### src/hdl/assert_macros.svh
// ----------------------------------------------------------------------------
// Assertion macros
// Shared concurrent assertion forms for the ordered value list.
// ----------------------------------------------------------------------------
`ifndef ASSERT_MACROS_SVH
`define ASSERT_MACROS_SVH

// Same-cycle implication, checked outside reset.
`define ASSERT_IMPLIES(label, clk, rst_n, ante, cons, msg) \
    label: assert property (@(posedge clk) disable iff (!rst_n) (ante) |-> (cons)) \
        else $error(msg);

// Next-cycle implication, checked outside reset.
`define ASSERT_NEXT(label, clk, rst_n, ante, cons, msg) \
    label: assert property (@(posedge clk) disable iff (!rst_n) (ante) |=> (cons)) \
        else $error(msg);

`endif

### src/hdl/ovl_pkg.sv
// ----------------------------------------------------------------------------
// Ordered value list package
// Request and result types, request codes and status codes.
// ----------------------------------------------------------------------------
package ovl_pkg;

    typedef enum logic [2:0] {
        REQ_APPEND   = 3'd0,
        REQ_PREPEND  = 3'd1,
        REQ_REMOVE   = 3'd2,
        REQ_POP      = 3'd3,
        REQ_CONTAINS = 3'd4
    } ovl_op_t;

    typedef enum logic [1:0] {
        ST_OK        = 2'd0,
        ST_EMPTY     = 2'd1,
        ST_NOT_FOUND = 2'd2,
        ST_FULL      = 2'd3
    } ovl_status_t;

    typedef struct packed {
        logic [2:0]         req_type;
        logic signed [31:0] value;
    } ovl_req_t;

    typedef struct packed {
        logic [1:0]         status;
        logic               found;
        logic signed [31:0] result_value;
        logic [4:0]         count;
    } ovl_rsp_t;

    typedef struct packed {
        logic prepend;
        logic append;
        logic remove;
    } ovl_ctrl_t;

endpackage

### src/hdl/ovl_cell.sv
// ----------------------------------------------------------------------------
// Ordered value list cell
// Holds one entry, compares it with the request value and shifts with its
// neighbors on prepend and remove.
// ----------------------------------------------------------------------------
module ovl_cell #(
    parameter int INDEX      = 0,
    parameter int VALUE_BITS = 32,
    parameter int CNT_W      = 5
) (
    input  logic                  clk,
    input  ovl_pkg::ovl_ctrl_t    ctrl,
    input  logic [CNT_W-1:0]      count,
    input  logic [VALUE_BITS-1:0] in_value,
    input  logic [VALUE_BITS-1:0] left_value,
    input  logic [VALUE_BITS-1:0] right_value,
    input  logic                  seen_in,
    output logic [VALUE_BITS-1:0] value,
    output logic                  seen_out,
    output logic [VALUE_BITS-1:0] tail_value
);

    localparam logic [CNT_W:0] IDX      = (CNT_W + 1)'(INDEX);
    localparam logic [CNT_W:0] IDX_NEXT = (CNT_W + 1)'(INDEX + 1);

    logic [VALUE_BITS-1:0] value_reg;
    logic [VALUE_BITS-1:0] value_next;
    logic [CNT_W:0]        count_ext;
    logic                  valid;
    logic                  match;
    logic                  at_count;
    logic                  is_tail;

    assign count_ext = {1'b0, count};
    assign valid     = count_ext > IDX;
    assign at_count  = count_ext == IDX;
    assign is_tail   = count_ext == IDX_NEXT;
    assign match     = valid && (value_reg == in_value);
    assign seen_out  = seen_in | match;

    always_comb
    begin
        priority if (ctrl.prepend)
        begin
            value_next = (INDEX == 0) ? in_value : left_value;
        end
        else if (ctrl.append && at_count)
        begin
            value_next = in_value;
        end
        else if (ctrl.remove && seen_out)
        begin
            value_next = right_value;
        end
        else
        begin
            value_next = value_reg;
        end
    end

    always_ff @(posedge clk)
    begin
        value_reg <= value_next;
    end

    assign value      = value_reg;
    assign tail_value = is_tail ? value_reg : '0;

endmodule

### src/hdl/ordered_value_list.sv
// ----------------------------------------------------------------------------
// Ordered value list
// The result strobe done rises in the cycle after start is accepted.
// Throughput: one request per cycle; busy stays low and the receiver cannot
// stall. The cell chain compares every entry in the accepting cycle and
// shifts entries on prepend and remove. Reset clears the count and the
// result strobe; entry contents are undefined until written.
// ----------------------------------------------------------------------------
`include "assert_macros.svh"

module ordered_value_list #(
    parameter int DEPTH      = 16,
    parameter int VALUE_BITS = 32
) (
    input  logic              clk,
    input  logic              rst_n,
    input  logic              start,
    output logic              busy,
    input  ovl_pkg::ovl_req_t request,
    output logic              done,
    output ovl_pkg::ovl_rsp_t result
);

    localparam int CNT_W = $clog2(DEPTH + 1);
    localparam logic [CNT_W-1:0] FULL_COUNT = CNT_W'(DEPTH);

    logic [CNT_W-1:0]      count_reg;
    logic [CNT_W-1:0]      count_next;
    logic                  done_reg;
    ovl_pkg::ovl_rsp_t     result_reg;
    ovl_pkg::ovl_rsp_t     result_next;
    ovl_pkg::ovl_ctrl_t    ctrl;

    logic [VALUE_BITS+31:0] in_ext;
    logic [VALUE_BITS-1:0]  in_value;
    logic [VALUE_BITS-1:0]  cell_value [DEPTH];
    logic [VALUE_BITS-1:0]  cell_tail  [DEPTH];
    logic [DEPTH:0]         seen;
    logic [VALUE_BITS-1:0]  tail_value;
    logic [VALUE_BITS+31:0] tail_ext;
    logic [VALUE_BITS+31:0] ones_ext;
    logic [CNT_W+4:0]       count_ext;
    logic                   full;
    logic                   empty;
    logic                   hit;

    assign in_ext   = {{VALUE_BITS{1'b0}}, request.value};
    assign in_value = in_ext[VALUE_BITS-1:0];
    assign full     = count_reg == FULL_COUNT;
    assign empty    = count_reg == '0;
    assign seen[0]  = 1'b0;
    assign hit      = seen[DEPTH];

    always_comb
    begin
        ctrl.prepend = start && (request.req_type == ovl_pkg::REQ_PREPEND) && !full;
        ctrl.append  = start && (request.req_type == ovl_pkg::REQ_APPEND) && !full;
        ctrl.remove  = start && (request.req_type == ovl_pkg::REQ_REMOVE);
    end

    for (genvar i = 0; i < DEPTH; i++)
    begin : g_cell
        ovl_cell #(
            .INDEX      (i),
            .VALUE_BITS (VALUE_BITS),
            .CNT_W      (CNT_W)
        ) u_cell (
            .clk         (clk),
            .ctrl        (ctrl),
            .count       (count_reg),
            .in_value    (in_value),
            .left_value  (cell_value[(i == 0) ? 0 : i - 1]),
            .right_value (cell_value[(i == DEPTH - 1) ? i : i + 1]),
            .seen_in     (seen[i]),
            .value       (cell_value[i]),
            .seen_out    (seen[i+1]),
            .tail_value  (cell_tail[i])
        );
    end

    always_comb
    begin
        tail_value = '0;
        for (int i = 0; i < DEPTH; i++)
        begin
            tail_value = tail_value | cell_tail[i];
        end
    end

    assign tail_ext = {32'd0, tail_value};
    assign ones_ext = {32'd0, {VALUE_BITS{1'b1}}};

    always_comb
    begin
        count_next               = count_reg;
        result_next.status       = ovl_pkg::ST_OK;
        result_next.found        = 1'b0;
        result_next.result_value = '0;
        unique case (request.req_type)
            ovl_pkg::REQ_APPEND, ovl_pkg::REQ_PREPEND:
            begin
                if (full)
                begin
                    result_next.status = ovl_pkg::ST_FULL;
                end
                else
                begin
                    count_next = count_reg + 1'b1;
                end
            end
            ovl_pkg::REQ_REMOVE:
            begin
                if (empty)
                begin
                    result_next.status = ovl_pkg::ST_EMPTY;
                end
                else if (!hit)
                begin
                    result_next.status = ovl_pkg::ST_NOT_FOUND;
                end
                else
                begin
                    result_next.found = 1'b1;
                    count_next        = count_reg - 1'b1;
                end
            end
            ovl_pkg::REQ_POP:
            begin
                if (empty)
                begin
                    result_next.status       = ovl_pkg::ST_EMPTY;
                    result_next.result_value = ones_ext[31:0];
                end
                else
                begin
                    result_next.result_value = tail_ext[31:0];
                    count_next               = count_reg - 1'b1;
                end
            end
            ovl_pkg::REQ_CONTAINS:
            begin
                if (empty)
                begin
                    result_next.status = ovl_pkg::ST_EMPTY;
                end
                else if (!hit)
                begin
                    result_next.status = ovl_pkg::ST_NOT_FOUND;
                end
                else
                begin
                    result_next.found = 1'b1;
                end
            end
            default:
            begin
                count_next = count_reg;
            end
        endcase
        count_ext         = {5'd0, count_next};
        result_next.count = count_ext[4:0];
    end

    always_ff @(posedge clk or negedge rst_n)
    begin
        if (!rst_n)
        begin
            count_reg <= '0;
            done_reg  <= 1'b0;
        end
        else
        begin
            done_reg <= start;
            if (start)
            begin
                count_reg <= count_next;
            end
        end
    end

    always_ff @(posedge clk)
    begin
        if (start)
        begin
            result_reg <= result_next;
        end
    end

    assign busy   = 1'b0;
    assign done   = done_reg;
    assign result = result_reg;

    `ASSERT_IMPLIES(a_count_bound, clk, rst_n, 1'b1, count_reg <= FULL_COUNT, "count exceeds depth")
    `ASSERT_NEXT(a_done_follows, clk, rst_n, start, done, "request without result strobe")
    `ASSERT_NEXT(a_count_held, clk, rst_n, !start, $stable(count_reg), "count moved while idle")
    `ASSERT_IMPLIES(a_full_status, clk, rst_n, done && result.status == ovl_pkg::ST_FULL, count_reg == FULL_COUNT, "full status with room left")

endmodule
### config.mk
export PLATFORM = sky130hd
export DESIGN_NAME = ordered_value_list
export DESIGN_NICKNAME = d
export VERILOG_FILES = /design/src/hdl/ovl_pkg.sv /design/src/hdl/ovl_cell.sv /design/src/hdl/ordered_value_list.sv
export VERILOG_INCLUDE_DIRS = /design/src /design/src/hdl
export SDC_FILE = /design/constraint.sdc
export NUM_CORES = 2
export LEC_CHECK = 0
export BUFFER_PORTS_ARGS = -buffer_cell sky130_fd_sc_hd__buf_2
export CAP_MARGIN = 20
export CORE_MARGIN = 10
export CORE_UTILIZATION = 45
export DETAILED_ROUTE_END_ITERATION = 7
export PLACE_DENSITY = 0.63
export SLEW_MARGIN = 20
export SYNTH_ARGS = -nofsm -noshare
export SYNTH_HDL_FRONTEND = slang
export SYNTH_SLANG_ARGS = --single-unit
### constraint.sdc
create_clock -name clk -period 4.9 [get_ports clk]
set_clock_uncertainty 0.1 [all_clocks]
set_input_delay 0.735 -clock clk [delete_from_list [all_inputs] [get_ports clk]]
set_output_delay 0.735 -clock clk [all_outputs]
set_load 0.03 [all_outputs]
## After elaboration in Yosys (flattened, before gate mapping)

Cells that the tools add are included.

- Register bits: 558
- Bits of input ports: 38
- Word-level logic and storage cells: 257

- Add/subtract/negate cells: 2
- Order comparisons: 16
- Eq/ne operators: 36
- Multiplexer cells: 75
- Bitwise gates (word level): 31
- Reductions and logical operators: 75

Operator list:

| operator | count |
|---|---|
| $mux W32 | 64 |
| $eq A32 B32 Y1 | 16 |
| $or A32 B32 Y32 | 15 |
| $logic_and A1 B1 Y1 | 52 |
| $reduce_bool A3 Y1 | 15 |
| $eq A5 B4 Y1 const B | 8 |
| $gt A5 B4 Y1 const B | 8 |
| $eq A5 B3 Y1 const B | 4 |
| $gt A5 B3 Y1 const B | 4 |
| $mux W5 | 4 |
| $or A1 B1 Y1 | 15 |
| $pmux W5 S3 | 1 |
| $eq A5 B2 Y1 const B | 2 |
| $gt A5 B1 Y1 const B | 2 |
| $gt A5 B2 Y1 const B | 2 |
| $eq A3 B2 Y1 const B | 2 |
| $logic_not A6 Y1 | 1 |
| $mux W2 | 3 |
| $pmux W2 S3 | 1 |
| $reduce_or A2 Y1 | 3 |
| $add A5 B1 Y5 const B | 1 |
| $eq A5 B1 Y1 const B | 1 |
| $eq A5 B5 Y1 const B | 1 |
| $logic_not A5 Y1 | 1 |
| 8 further kinds | 9 |

## Depth between registers and ports, before layout

- Word-level depth: 20
- Mapped depth: 12
- Mapped depth without buffers: 11

## Cells and area by module

Synthesis repeated with hierarchy kept, for this count alone.

- Cell total of the unflattened synthesis: 3915
- Area total of the unflattened synthesis: 39180.1 um^2

By module, submodules not included:

| module | times used | cells each | area an instance (um^2) | seq. area each (um^2) |
|---|---|---|---|---|
| ordered_value_list | 1 | 367 | 3209.3 | 1351.3 |
| ovl_cell (g_cell[11].u_cell) | 1 | 225 | 2332.2 | 960.9 |
| ovl_cell (g_cell[14].u_cell) | 1 | 226 | 2288.4 | 960.9 |
| ovl_cell (g_cell[5].u_cell) | 1 | 225 | 2287.2 | 960.9 |
| ovl_cell (g_cell[8].u_cell) | 1 | 226 | 2278.4 | 960.9 |
| ovl_cell (g_cell[2].u_cell) | 1 | 224 | 2272.2 | 960.9 |
| ovl_cell (g_cell[13].u_cell) | 1 | 224 | 2270.9 | 960.9 |
| ovl_cell (g_cell[3].u_cell) | 1 | 227 | 2265.9 | 960.9 |
| ovl_cell (g_cell[4].u_cell) | 1 | 226 | 2262.2 | 960.9 |
| ovl_cell (g_cell[10].u_cell) | 1 | 228 | 2258.4 | 960.9 |
| ovl_cell (g_cell[1].u_cell) | 1 | 226 | 2258.4 | 960.9 |
| ovl_cell (g_cell[15].u_cell) | 1 | 230 | 2252.2 | 960.9 |
| ovl_cell (g_cell[9].u_cell) | 1 | 226 | 2239.6 | 960.9 |
| ovl_cell (g_cell[6].u_cell) | 1 | 227 | 2234.6 | 960.9 |
| 3 more rows | - | - | - | - |

## Worst setup path after synthesis

No wires, ideal clock.

- Path type: input to register
- Start: input request[25] (netlist bit)
- End: register g_cell[13].u_cell.value_reg[0], enable pin
- Data arrival time: 3.969 ns
- Required time: 4.369 ns
- Path slack: 0.401 ns
- Stages on the path: 10
- Path buffers: 1
- Path through: buf_2 xor2_1 nor4_2 nand4_1 a2111oi_1 nor4_1 nand3_4 nand2b_1 a211oi_1 o211ai_1

- Longest elaborated chain between the ends: 17
- Elaborated cells between the ends (all ways): 43
- Those cells by class: 14 x eq/ne; 13 x bitwise; 16 x reduce/logical

RTL lines:

| item | line | text |
|---|---|---|
| start: declaration | ordered_value_list.sv:19 | `input ovl_pkg::ovl_req_t request,` |
| $eq A32 B32 Y1 | ovl_cell.sv:38 | `assign match = valid && (value_reg == in_value);` |
| $logic_and A1 B1 Y1 | ovl_cell.sv:38 |  |
| $or A1 B1 Y1 (12 in a row) | ovl_cell.sv:39 | `assign seen_out = seen_in \| match;` |
| $or A1 B1 Y1 * | ovl_cell.sv:39 |  |
| $logic_and A1 B1 Y1 * | ovl_cell.sv:51 | `else if (ctrl.remove && seen_out)` |
| $reduce_bool A3 Y1 (no source line) * | - |  |
| end signal: assignment | ovl_cell.sv:63 | `value_reg <= value_next;` |
| end: declaration | ovl_cell.sv:26 | `logic [VALUE_BITS-1:0] value_reg;` |

Mark *: on every way between the ends. The rest lies on a longest branch, timed or not.
A chain may end at the register's enable or synchronous reset.

## Worst setup path in the final report

- Start: register count_reg[0]
- End: register g_cell[12].u_cell.value_reg[17], enable pin

- Longest elaborated chain between the ends: 16
- Elaborated cells between the ends (all ways): 46
- Those cells by class: 13 x order compare; 2 x eq/ne; 12 x bitwise; 19 x reduce/logical

RTL lines:

| item | line | text |
|---|---|---|
| start: declaration | ordered_value_list.sv:27 | `logic [CNT_W-1:0] count_reg;` |
| start signal: assignment | ordered_value_list.sv:176 | `count_reg <= count_next;` |
| $gt A5 B1 Y1 | ovl_cell.sv:35 | `assign valid = count_ext > IDX;` |
| $logic_and A1 B1 Y1 | ovl_cell.sv:38 |  |
| $or A1 B1 Y1 (12 in a row) | ovl_cell.sv:39 |  |
| $logic_and A1 B1 Y1 | ovl_cell.sv:51 |  |
| $reduce_bool A3 Y1 (no source line) * | - |  |
| end signal: assignment | ovl_cell.sv:63 |  |
| end: declaration | ovl_cell.sv:26 |  |

Marks and branches as above.

==> flow_summary.toml <==
[status]
outcome = "completed"

[timing]
maxSlewHeadroom_pct = 33.5
min_period_ns = 4.19
rsz0062_at_grt = "false"
report.final.slew_viol_count = 0
timing.setup.tns_ns = 0
hold_viol_final = 0
finalSetupViolations = 0
tightest_slew_ns = 0.991
setup_ws_ns = 0.706
fmax_mhz = 238
timing.final.crit_share_pct = 85.6

[placement]
routabilityCongestion = 1.12
dp_slack_ns = 0.510
dp.final_hpwl_mm = 137
placed_area_um2 = 39200
place_inst = 4604
io_buffers = 78

[detailed_routing]
dr.first_iter.drc_count = 5618
drtPass1Iterations = 8
vias = 32100
post-route-drc-count = 0
wire_per_inst_um = 39.0
viasPerCell = 6.78
ant_nets = 0
routed_wl_mm = 184

[power]
p_per_area_nw_per_um2 = 347
power_frac_comb_pct = 22.5
net-switching-power_w = 0.00480
p_int_w = 0.00955
power_switching_share_pct = 33.5
clock_power_share_pct = 37.1
peakVddDrop_v = 0.000282
power.leakage_nw = 16.6
seqPwrFrac_pct = 40.4

[cts]
cts_tree = "built"
cts_max_level = 3
cts_resized = 0
cts_sinks = 558
cts_buffer_depth = 3
path_clk_slew_ns = 0.06
ctsRootBufferMaster = "clkbuf_16"
cts_buffers = 69
clk_latency_ns = 0.64

[synthesis]
syn_nets = 3655
synth_cell_type_count = 69
ys_warn_count = 0
synth_ff_type = "edfxtp_1"
synth_seq_cells = 558
syn_inst = 3611
async_flop_share_pct = 1.08
synth_edf_count = 552
synth_area_per_cell_um2 = 10.3
synth_seq_area_share_pct = 45.1
syn_area_um2 = 37100

[floorplan]
fp.dieW_um = 307
rows = 105
die_h_um = 307
dieArea_um2 = 94200
core_area_um2 = 81800
ios = 80
start_util_pct = 45.3

[layout]
most-common-layout-cells = "nand2_1 (600), edfxtp_1 (552), o21ai_0 (456)"
stdcell_area_um2 = 41400
area.growth.synth_to_final_pct = 11.7
instances_no_fill = 4728
final_nets = 3651
regArea_um2 = 16700
multi_input_area_um2 = 18700
final_common_cell = "nand2_1"
fillers = 7470
largest_register_ffs = 512
drive_gt1_share_pct = 12.9

[critical_path]
startpoint_type = "register"
end_kind = "register"
r2r_end = "g_cell[12].u_cell.value[17]"
r2r-start = "count_reg[0]"
required_ns = 5.18
r2r_setup_slack_ns = 0.71
critPathKind = "reg2reg"
r2r_cells = 14
arrival_ns = 4.47
crit_fanout = 19

[grt]
grt_pass1_vias = 29500
grt_first_pass_wirelength_mm = 251
grt_max_degree = 154
gr-usage-all-layers_pct = 37.9
antenna_found_initial = 12
gr-total-overflow = 0

[min_path]
hold_path.class = "in2async"

[job]
cap_violations = 0
-- area by class of cell --
| cell class | count | share of cell area [%] |
|---|---|---|
| Clock inverter | 36 | 0.997 |
| Clock buffer | 85 | 4.42 |
| Antenna cell | 1 | 0.00604 |
| Tap cell | 1070 | 3.23 |
| Sequential cell | 558 | 40.4 |
| Inverter | 10 | 0.0906 |
| Multi-Input combinational cell | 2689 | 45.2 |
| Timing Repair Buffer | 279 | 5.64 |
-- cells in the mapped netlist, types with 25 or more instances --
cell type  number  area (µm²)
clkbuf_1      183         687
nand2_1       616        2310
a222oi_1       32         320
xnor2_1       128        1120
o21ai_0       456        2280
xor2_1        390        3420
and3_1         28         175
a21oi_1        28         140
a22o_1         42         368
mux2_2         32         360
nand3_1        25         125
a22oi_1        60         450
buf_2         105         526
a31oi_1        35         219
a221oi_1       74         648
mux2i_1       449        4490
nand4_1        48         300
edfxtp_1      552       16600
nor4_1        102         638
buf_6          26         293
-- how the worst max path moves through the flow --
stage                       from                          end  slack, ns  cells after the start
global route        count_reg[0]  g_cell[13].u_cell.value[26]       0.56                     14
CTS                 count_reg[0]  g_cell[12].u_cell.value[24]       0.80                     14
floorplan            request[25]   g_cell[13].u_cell.value[0]       0.40                     10
finish              count_reg[0]  g_cell[12].u_cell.value[17]       0.71                     14
global placement     request[25]  g_cell[13].u_cell.value[24]       0.47                     13
detailed placement   request[13]  g_cell[13].u_cell.value[29]       0.51                     13
-- critical path, stage by stage, from the launching register on --
cell and delay [ns]:
dfrtp_1 0.55, inv_2 0.25, ha_1 0.23, nor4b_4 0.47, nor3_1 0.21, nand4_1 0.19, nor4_2 0.07, buf_4 0.16
nor4_4 0.48, nand3_4 0.24, nand2b_1 0.24, buf_4 0.15, o21ai_0 0.18, nand3_2 0.16, buf_12 0.23
-- kinds of logic after synthesis --
kind of cell    Yosys count  synth area share [%]
compound gates          781                  13.2
xor+xnor                519                  12.3
fa+ha+maj                 6                 0.203
buf+inv                 364                  4.80
flops                   558                  45.1
mux                     484                  13.2
other cells               1                0.0101
simple gates            898                  11.1
-- power by group through the flow --
stage,Clock (W),Combinational (W),Sequential [W]
after floorplan,0,0.00166,0.00581
after global placement,0,0.00305,0.00590
after detailed placement,0,0.00305,0.00589
after CTS,0.00533,0.00306,0.00579
after global routing,0.00551,0.00328,0.00581
final,0.00532,0.00322,0.00580
-- per-stage QoR --
| stage | hold slack, ns | util, % | power [W] |
|---|---|---|---|
| detailed placement | 0.481 | 47.8 | 0.00894 |
| floorplan | 0.339 | - | 0.00747 |
| CTS | 0.353 | 50.6 | 0.0142 |
| finish | 0.372 | 50.6 | 0.0144 |
| global placement | 0.479 | 47.8 | 0.00894 |
| global route | 0.379 | 50.6 | 0.0146 |
-- routing by layer --
layer  routed length, µm  track usage, %  up-vias
li1                    -               -    13300
met1               71200            49.8    15800
met2               78200            55.6     2460
met3               23500            11.5      468
met4               11500            20.0       14
met5                  93               0        -
-- repair_timing --
action,CTS,global route
setup buffers,0,0
hold endpoints to repair,6,0
hold buffers,1,0
Power figures use the tool's default switching activity.
